$ cat config.mk
export PLATFORM = sky130hd
export DESIGN_NAME = escape_sequence_decoder
export DESIGN_NICKNAME = d
export VERILOG_FILES = /design/src/rtl/core/esd_pkg.sv /design/src/rtl/core/esd_front.sv /design/src/rtl/core/esd_queue.sv /design/src/rtl/core/esd_back.sv /design/src/rtl/core/escape_sequence_decoder.sv
export SDC_FILE = /design/constraint.sdc
export NUM_CORES = 1
export LEC_CHECK = 0
export BUFFER_PORTS_ARGS = -buffer_cell sky130_fd_sc_hd__buf_2
export CAP_MARGIN = 20
export CORE_ASPECT_RATIO = 0.75
export CORE_MARGIN = 3
export CORE_UTILIZATION = 60
export CTS_BUF_LIST = sky130_fd_sc_hd__clkbuf_2
export CTS_CLUSTER_SIZE = 20
export DETAILED_ROUTE_END_ITERATION = 16
export HOLD_SLACK_MARGIN = 0.02
export PLACE_DENSITY = 0.82
export SKIP_CTS_REPAIR_TIMING = 1
export SYNTH_ARGS = -nofsm -noshare
export SYNTH_HDL_FRONTEND = slang
export SYNTH_SLANG_ARGS = --single-unit
export TNS_END_PERCENT = 20
$ cat constraint.sdc
create_clock -name clock -period 12.5 [get_ports clock]
set_input_delay 3.125 -clock clock [delete_from_list [all_inputs] [get_ports clock]]
set_output_delay 3.125 -clock clock [all_outputs]
set_load 0.01 [all_outputs]
$ cat src/rtl/core/esd_pkg.sv
package esd_pkg;

   // Width of the number accumulator; code points carry its low 32 bits.
   localparam int VALUE_WIDTH = 32;

   // Depth of the queue between the front and back parts.
   localparam int QUEUE_DEPTH = 4;
   localparam int QUEUE_AW    = $clog2(QUEUE_DEPTH);

   typedef logic [VALUE_WIDTH-1:0] value_type;

   // Input beat: one raw byte of the escaped string.
   typedef struct packed {
      logic [7:0] in_byte;
      logic       in_last;
   } req_type;

   // Output beat: one decoded code point.
   typedef struct packed {
      logic [31:0] code_point;
      logic        out_last;
   } rsp_type;

   // Queue entry: the one or two results caused by one input byte.
   typedef struct packed {
      rsp_type first;
      logic    has_second;
      rsp_type second;
   } entry_type;

   // Low 32 bits of the accumulator, zero extended when it is narrower.
   function automatic logic [31:0] to_code_point(value_type v);
      logic [63:0] wide;
      wide = 64'(v);
      return wide[31:0];
   endfunction

endpackage

$ cat src/rtl/core/esd_front.sv
module esd_front (
   input  logic               clock,
   input  logic               reset,
   input  logic               req_valid,
   output logic               req_ready,
   input  esd_pkg::req_type   req_payload,
   input  logic               queue_full,
   output logic               push,
   output esd_pkg::entry_type push_entry
);

   localparam logic [1:0] MODE_NORMAL = 2'd0;
   localparam logic [1:0] MODE_ESCAPE = 2'd1;
   localparam logic [1:0] MODE_NUMBER = 2'd2;

   localparam logic [1:0] RADIX_HEX = 2'd0;
   localparam logic [1:0] RADIX_DEC = 2'd1;
   localparam logic [1:0] RADIX_OCT = 2'd2;
   localparam logic [1:0] RADIX_BIN = 2'd3;

   localparam logic [7:0] CHAR_BACKSLASH = 8'h5C;

   logic [1:0]         mode_ff, mode_in;
   logic [1:0]         radix_ff, radix_in;
   esd_pkg::value_type value_ff, value_in;

   logic               accept;
   logic [7:0]         c;
   logic               last;
   logic               digit_ok;
   logic [3:0]         digit;
   esd_pkg::value_type scaled;
   esd_pkg::value_type value_next;
   logic               norm_emit;
   esd_pkg::rsp_type   norm_rsp;
   logic [1:0]         norm_mode;
   logic [7:0]         ctrl_code;

   assign req_ready = ~queue_full;
   assign accept    = req_valid & req_ready;
   assign c         = req_payload.in_byte;
   assign last      = req_payload.in_last;

   // Digit recognition for the current radix.
   always_comb begin
      digit_ok = 1'b0;
      digit    = 4'd0;
      case (radix_ff)
         RADIX_HEX: begin
            if (c inside {[8'h30:8'h39]}) begin
               digit_ok = 1'b1;
               digit    = 4'(c - 8'h30);
            end else if (c inside {[8'h61:8'h66]}) begin
               digit_ok = 1'b1;
               digit    = 4'(c - 8'h57);
            end else if (c inside {[8'h41:8'h46]}) begin
               digit_ok = 1'b1;
               digit    = 4'(c - 8'h37);
            end
         end
         RADIX_DEC: begin
            digit_ok = c inside {[8'h30:8'h39]};
            digit    = 4'(c - 8'h30);
         end
         RADIX_OCT: begin
            digit_ok = c inside {[8'h30:8'h37]};
            digit    = 4'(c - 8'h30);
         end
         default: begin
            digit_ok = c inside {[8'h30:8'h31]};
            digit    = 4'(c - 8'h30);
         end
      endcase
   end

   // Multiply-add by the constant radix; ten is two shifts and an add.
   always_comb begin
      case (radix_ff)
         RADIX_HEX: scaled = value_ff << 4;
         RADIX_DEC: scaled = (value_ff << 3) + (value_ff << 1);
         RADIX_OCT: scaled = value_ff << 3;
         default:   scaled = value_ff << 1;
      endcase
      value_next = scaled + esd_pkg::VALUE_WIDTH'(digit);
   end

   // Control codes after a backslash; other bytes stand for themselves.
   always_comb begin
      case (c)
         8'h6E:   ctrl_code = 8'd10;  // n
         8'h74:   ctrl_code = 8'd9;   // t
         8'h66:   ctrl_code = 8'd12;  // f
         8'h76:   ctrl_code = 8'd11;  // v
         8'h72:   ctrl_code = 8'd13;  // r
         8'h30:   ctrl_code = 8'd0;   // 0
         8'h62:   ctrl_code = 8'd8;   // b
         8'h61:   ctrl_code = 8'd7;   // a
         default: ctrl_code = c;
      endcase
   end

   // Plain byte handling, shared by normal mode and the end of a number.
   always_comb begin
      norm_rsp.code_point = {24'd0, c};
      norm_rsp.out_last   = last;
      norm_emit           = 1'b1;
      norm_mode           = MODE_NORMAL;
      if (c == CHAR_BACKSLASH) begin
         if (last) begin
            norm_rsp.code_point = 32'd0;
         end else begin
            norm_emit = 1'b0;
            norm_mode = MODE_ESCAPE;
         end
      end
   end

   // Mode sequencing and the results of one byte.
   always_comb begin
      mode_in                = mode_ff;
      radix_in               = radix_ff;
      value_in               = value_ff;
      push                   = 1'b0;
      push_entry.first       = norm_rsp;
      push_entry.has_second  = 1'b0;
      push_entry.second      = norm_rsp;
      case (mode_ff)
         MODE_ESCAPE: begin
            if (c inside {8'h78, 8'h58, 8'h75, 8'h55, 8'h64, 8'h44,
                          8'h6F, 8'h4F, 8'h79, 8'h59}) begin
               if (c inside {8'h64, 8'h44}) begin
                  radix_in = RADIX_DEC;
               end else if (c inside {8'h6F, 8'h4F}) begin
                  radix_in = RADIX_OCT;
               end else if (c inside {8'h79, 8'h59}) begin
                  radix_in = RADIX_BIN;
               end else begin
                  radix_in = RADIX_HEX;
               end
               value_in = '0;
               if (last) begin
                  push                        = 1'b1;
                  push_entry.first.code_point = 32'd0;
                  push_entry.first.out_last   = 1'b1;
                  mode_in                     = MODE_NORMAL;
               end else begin
                  mode_in = MODE_NUMBER;
               end
            end else begin
               push                        = 1'b1;
               push_entry.first.code_point = {24'd0, ctrl_code};
               push_entry.first.out_last   = last;
               mode_in                     = MODE_NORMAL;
            end
         end
         MODE_NUMBER: begin
            if (digit_ok) begin
               value_in = value_next;
               if (last) begin
                  push                        = 1'b1;
                  push_entry.first.code_point = esd_pkg::to_code_point(value_next);
                  push_entry.first.out_last   = 1'b1;
                  mode_in                     = MODE_NORMAL;
               end
            end else begin
               // The number ends; the byte that ended it is decoded as usual.
               push                        = 1'b1;
               push_entry.first.code_point = esd_pkg::to_code_point(value_ff);
               push_entry.first.out_last   = 1'b0;
               push_entry.has_second       = norm_emit;
               mode_in                     = norm_mode;
            end
         end
         default: begin
            push    = norm_emit;
            mode_in = norm_mode;
         end
      endcase
      if (!accept) begin
         push     = 1'b0;
         mode_in  = mode_ff;
         radix_in = radix_ff;
         value_in = value_ff;
      end
   end

   always_ff @(posedge clock) begin
      if (reset) begin
         mode_ff  <= MODE_NORMAL;
         radix_ff <= RADIX_HEX;
         value_ff <= '0;
      end else begin
         mode_ff  <= mode_in;
         radix_ff <= radix_in;
         value_ff <= value_in;
      end
   end

endmodule

$ cat src/rtl/core/esd_queue.sv
module esd_queue (
   input  logic               clock,
   input  logic               reset,
   input  logic               push,
   input  esd_pkg::entry_type push_entry,
   output logic               full,
   input  logic               pop,
   output logic               head_valid,
   output esd_pkg::entry_type head_entry
);

   esd_pkg::entry_type                 slots_ff [esd_pkg::QUEUE_DEPTH];
   logic [esd_pkg::QUEUE_AW-1:0]       wr_ptr_ff, wr_ptr_in;
   logic [esd_pkg::QUEUE_AW-1:0]       rd_ptr_ff, rd_ptr_in;
   logic [esd_pkg::QUEUE_AW:0]         count_ff, count_in;

   assign full       = count_ff == (esd_pkg::QUEUE_AW + 1)'(esd_pkg::QUEUE_DEPTH);
   assign head_valid = count_ff != '0;
   assign head_entry = slots_ff[rd_ptr_ff];

   // Pointer and fill count update; pointers wrap at the depth.
   always_comb begin
      wr_ptr_in = wr_ptr_ff;
      rd_ptr_in = rd_ptr_ff;
      count_in  = count_ff;
      if (push) begin
         wr_ptr_in = (wr_ptr_ff == esd_pkg::QUEUE_AW'(esd_pkg::QUEUE_DEPTH - 1))
                     ? '0 : wr_ptr_ff + 1'b1;
      end
      if (pop) begin
         rd_ptr_in = (rd_ptr_ff == esd_pkg::QUEUE_AW'(esd_pkg::QUEUE_DEPTH - 1))
                     ? '0 : rd_ptr_ff + 1'b1;
      end
      if (push && !pop) begin
         count_in = count_ff + 1'b1;
      end else if (pop && !push) begin
         count_in = count_ff - 1'b1;
      end
   end

   always_ff @(posedge clock) begin
      if (reset) begin
         wr_ptr_ff <= '0;
         rd_ptr_ff <= '0;
         count_ff  <= '0;
      end else begin
         wr_ptr_ff <= wr_ptr_in;
         rd_ptr_ff <= rd_ptr_in;
         count_ff  <= count_in;
      end
   end

   // Entry storage carries no reset.
   always_ff @(posedge clock) begin
      if (push) begin
         slots_ff[wr_ptr_ff] <= push_entry;
      end
   end

endmodule

$ cat src/rtl/core/esd_back.sv
module esd_back (
   input  logic               clock,
   input  logic               reset,
   input  logic               head_valid,
   input  esd_pkg::entry_type head_entry,
   output logic               pop,
   output logic               rsp_valid,
   input  logic               rsp_ready,
   output esd_pkg::rsp_type   rsp_payload
);

   logic             rsp_valid_ff, rsp_valid_in;
   esd_pkg::rsp_type rsp_payload_ff, rsp_payload_in;
   logic             pend_ff, pend_in;
   esd_pkg::rsp_type pend_rsp_ff, pend_rsp_in;
   logic             load;

   assign rsp_valid   = rsp_valid_ff;
   assign rsp_payload = rsp_payload_ff;

   // The output register reloads when empty or when its beat is taken.
   // A held second result goes out before the next queue entry.
   always_comb begin
      load           = ~rsp_valid_ff | rsp_ready;
      pop            = load & ~pend_ff & head_valid;
      rsp_valid_in   = rsp_valid_ff;
      rsp_payload_in = rsp_payload_ff;
      pend_in        = pend_ff;
      pend_rsp_in    = pend_rsp_ff;
      if (load) begin
         if (pend_ff) begin
            rsp_valid_in   = 1'b1;
            rsp_payload_in = pend_rsp_ff;
            pend_in        = 1'b0;
         end else if (head_valid) begin
            rsp_valid_in   = 1'b1;
            rsp_payload_in = head_entry.first;
            pend_in        = head_entry.has_second;
            pend_rsp_in    = head_entry.second;
         end else begin
            rsp_valid_in = 1'b0;
         end
      end
   end

   always_ff @(posedge clock) begin
      if (reset) begin
         rsp_valid_ff <= 1'b0;
         pend_ff      <= 1'b0;
      end else begin
         rsp_valid_ff <= rsp_valid_in;
         pend_ff      <= pend_in;
      end
   end

   always_ff @(posedge clock) begin
      rsp_payload_ff <= rsp_payload_in;
      pend_rsp_ff    <= pend_rsp_in;
   end

endmodule

$ cat src/rtl/core/escape_sequence_decoder.sv
// Backslash escape decoder. Bytes of an escaped string enter as req_ beats
// (byte plus last flag); decoded 32-bit code points leave as rsp_ beats,
// the final one of a string marked by out_last. Both channels use valid
// and ready. An escape opening a hex, decimal, octal or binary number
// yields no result until the number ends, so a byte gives zero, one or two
// results.
// A result reaches rsp_ through the queue slot written at the accepting edge
// and then the output register. Throughput: one byte per cycle while each
// byte gives at most one result and the receiver takes every beat. The
// output register sends one code point per cycle while rsp_ready is high,
// so a byte with two results needs an extra output beat; a four-entry queue
// between the decode front and the output stage absorbs those bursts.
// When the receiver stalls, the queue fills and req_ready drops once it is
// full; no beat is lost. Reset returns the decoder to normal mode, empties
// the queue and drops rsp_valid.
module escape_sequence_decoder (
   input  logic             clock,
   input  logic             reset,
   input  logic             req_valid,
   output logic             req_ready,
   input  esd_pkg::req_type req_payload,
   output logic             rsp_valid,
   input  logic             rsp_ready,
   output esd_pkg::rsp_type rsp_payload
);

   logic               queue_full;
   logic               push;
   esd_pkg::entry_type push_entry;
   logic               pop;
   logic               head_valid;
   esd_pkg::entry_type head_entry;

   // Decode front: mode tracking and number accumulation.
   esd_front u_front (
      .clock       (clock),
      .reset       (reset),
      .req_valid   (req_valid),
      .req_ready   (req_ready),
      .req_payload (req_payload),
      .queue_full  (queue_full),
      .push        (push),
      .push_entry  (push_entry)
   );

   // Result queue between front and back.
   esd_queue u_queue (
      .clock      (clock),
      .reset      (reset),
      .push       (push),
      .push_entry (push_entry),
      .full       (queue_full),
      .pop        (pop),
      .head_valid (head_valid),
      .head_entry (head_entry)
   );

   // Output stage: one code point per beat.
   esd_back u_back (
      .clock       (clock),
      .reset       (reset),
      .head_valid  (head_valid),
      .head_entry  (head_entry),
      .pop         (pop),
      .rsp_valid   (rsp_valid),
      .rsp_ready   (rsp_ready),
      .rsp_payload (rsp_payload)
   );

endmodule

==> results by group <==
Run status
  • Status: complete, no violations

Die
  • Initial Utilization: 0.617
  • IO Pins: 48
  • FP Rows: 48
  • Die Wd: between 150 and 200 um
  • Total core area: roughly 23,000 sq um
  • Total die area: approximately 26,000 sq um
  • Chip Height: roughly 140 um

Global routing
  • Gr usage total: 0.258
  • Number of global-route vias before repair: around 9.8k
  • Antenna violations before repair: 1
  • Congestion Overflow GR: 0
  • First-pass GRT wire length: ~53,000 um
  • Largest net degree at the start of global routing: 60

Place
  • DP Worst Slack: 4.86 ns
  • Dpl cells: between 1.5k and 2k
  • Final Wtd Congestion: ~0.95
  • HPWL after detailed placement: approximately 23,000 um
  • DP Area: 14,700 sq um
  • I/O Buffers: 47

Power and ir drop
  • Leak Pwr: around 5.3 nW
  • Worst IR drop on VDD: 0.000144 V
  • Post-layout power: around 2.3 mW
  • Power per cell area: 147 nW/um^2

Synth
  • Asr flop ratio synth: 0
  • Post-synth EDFFs: around 210
  • Post-synth top flop: edfxtp_1
  • Syn Inst Count: 1,220
  • Syn avg cell area: approximately 12 sq um
  • Post-synth cell types: 98
  • Yosys reg bits: about 260
  • Mapped cell area: between 10,000 and 15,000 sq um
  • Ys Warns: 0
  • Seq/Total Area, Yosys: 0.515
  • Syn Nets: between 1k and 1.5k

Worst setup path
  • Buf+Inv Stages, Crit Path: 2
  • CP startpoint kind: input port
  • Worst path most repeated cell: ha_1
  • Max incr delay on CP: between 0.4 and 0.5 ns
  • Crit-path cells: buf_2 > inv_1 > ha_1 > nor3b_1 > nor4_1 > nand3_1 > or3_1 > o21ai_0 > ha_1 > a21o_1 > a21oi_1 > nand3b_1 > and3b_1 > and4_1 > nand3_4 > nor3_1 > a31oi_1 > o31ai_1
  • Crit end category: register
  • Slowest library cell on the worst path: o31ai_1
  • Worst path required time: 13.05 ns
  • Worst-path maximum fanout: 11
  • Delay-heaviest family, CP: simple AND/OR/NAND/NOR gates
  • CP Class: input port to register
  • Worst Path Arrival: approximately 7.5 ns

Clock tree
  • Clock tree buffer depth: 3
  • Root Driver: clkbuf_2
  • Clock Latency Late Sink: around 0.85 ns
  • H-tree levels: 2
  • CTS buffer count: 60
  • CTS clk-pin slew, worst paths: approximately 0.11 ns
  • Num Clock Sinks: 261
  • TritonCTS clock tree: done

STA
  • Ratio of final minimum period to clock period: 0.553
  • Clk_skew: ~0.053 ns
  • Slew Viols, Final: 0
  • Tmin final: roughly 6.9 ns
  • RSZ-0062 raised after global routing: false
  • Least-Margin Pin Slew: 0.958 ns
  • Setup ws final: around 5.6 ns
  • Total negative slack: 0 ns
  • Fmax: roughly 140 MHz
  • Max-slew headroom: 0.360
  • Final Hold Viols: 0
  • Worst hold slack: 0.507 ns
  • Finish-stage setup viols: 0

Flow run
  • Max-cap violations: 0

Layout
  • Filler cells: about 1.7k
  • FF/Latch Area: about 7400 sq um
  • Most frequent cells in the layout: edfxtp_1 (214), nand2_1 (110), clkbuf_2 (95), nor2_1 (90), a21oi_1 (77)
  • Area of the multi-input gates: 6570 sq um
  • Non-filler cells, final: around 1.6k
  • Fraction of layout cells with a size suffix above 1: 0.207
  • Final #Nets: about 1.3k
  • Commonest non-fill, non-tap cell in the layout: edfxtp_1
  • Post-layout util: 0.662
  • Layout area overhead: 7.39%
  • Post-route design area: around 15,000 sq um

Drt
  • DR vias/cell: roughly 6.5
  • TritonRoute pass-1 iters: 6
  • Initial DRC count: 1,320
  • Routed wire length: 33,100 um
  • Vias: 10.5k
  • Drt wl/cell: 20.4 um
  • Routed Antenna Nets: 0
  • Drt drc: 0

Worst hold path
  • Hold Path Class: register to register
==> tightest hold or removal path: stages (launching register included) <==
cell	delay, ns
dfxtp_1	0.35
a32oi_1	0.06
nand3_1	0.07
==> cell type report <==
class | instances | share of cell area
multi-input combinational | 865 | 0.428
sequential | 261 | 0.480
clock inverter | 16 | 0.00668
tap | 300 | 0.0245
clock buffer | 95 | 0.0310
timing repair buffer | 60 | 0.0225
antenna | 1 | 0.000163
inverter | 29 | 0.00709
==> worst paths after layout <==
check	start	endpoint	slack, ns	cells past startpoint
setup / recovery	req_payload[2]	u_queue.slots_ff[2][41]$_DFFE_PP_	5.58	18
hold / removal	u_front.value_ff[31]$_SDFFE_PP0P_	u_front.value_ff[31]$_SDFFE_PP0P_	0.51	2
setup reg to reg	u_front.radix_ff[1]$_SDFFE_PP0P_	u_queue.slots_ff[2][41]$_DFFE_PP_	8.11	11
hold reg to reg	u_front.value_ff[31]$_SDFFE_PP0P_	u_front.value_ff[31]$_SDFFE_PP0P_	0.51	2
==> per-layer routing <==
layer | wire length [um] | GRT usage | up-vias
met5 | 0 | 0 | -
met2 | 14200 | 0.365 | 574
met1 | 14800 | 0.420 | 5065
met4 | 433 | 0.0600 | 0
li1 | - | - | 4852
met3 | 3690 | 0.0402 | 49
==> cell usage after synthesis, drive strengths merged, types with 11 or more instances <==
cell type  count  area share
nand4         15      0.0070
xor2          13      0.0080
nor2          92       0.024
a21oi         81       0.029
a22o          13      0.0080
or3           14      0.0061
a21o          12      0.0063
buf           22      0.0071
dfxtp         47       0.066
nand3         31       0.012
mux4          50       0.079
a211oi        12      0.0074
o21ai         64       0.023
nor3          30       0.011
nand2        111       0.029
ha            43       0.038
xnor2         24       0.015
mux2i         24       0.017
and2          14      0.0061
clkbuf        43       0.011
edfxtp       214        0.45
mux2          14       0.011
nor2b         39       0.018
inv           28      0.0074
a31oi         11      0.0048
==> registers in the layout (all words and copies together), names as in the netlist, named ones only <==
signal and cells:
u_queue.count_ff 3, u_queue.rd_ptr_ff 2, u_front.radix_ff 2, u_queue.slots_ff 172, u_back.pend_ff 1, u_back.pend_rsp_ff 9
u_front.mode_ff 2, u_queue.wr_ptr_ff 2, u_back.rsp_valid 1, u_front.value_ff 32, u_back.rsp_payload 33
==> power by group <==
part / switching (mW) / internal [mW] / total [mW] / leakage, nW
clock network: 0.325 / 0.225 / 0.551 / 0.447
registers: 0.0445 / 1.12 / 1.17 / 2.32
logic: 0.291 / 0.248 / 0.539 / 2.56
==> cell families after synthesis <==
group / Yosys count / share of synthesized area
simple gates: 400 / 0.146
compound gates: 293 / 0.141
flops: 261 / 0.515
buf+inv: 94 / 0.0261
mux: 88 / 0.107
fa+ha+maj: 47 / 0.0425
xor+xnor: 37 / 0.0227
Power figures use the tool's default switching activity.
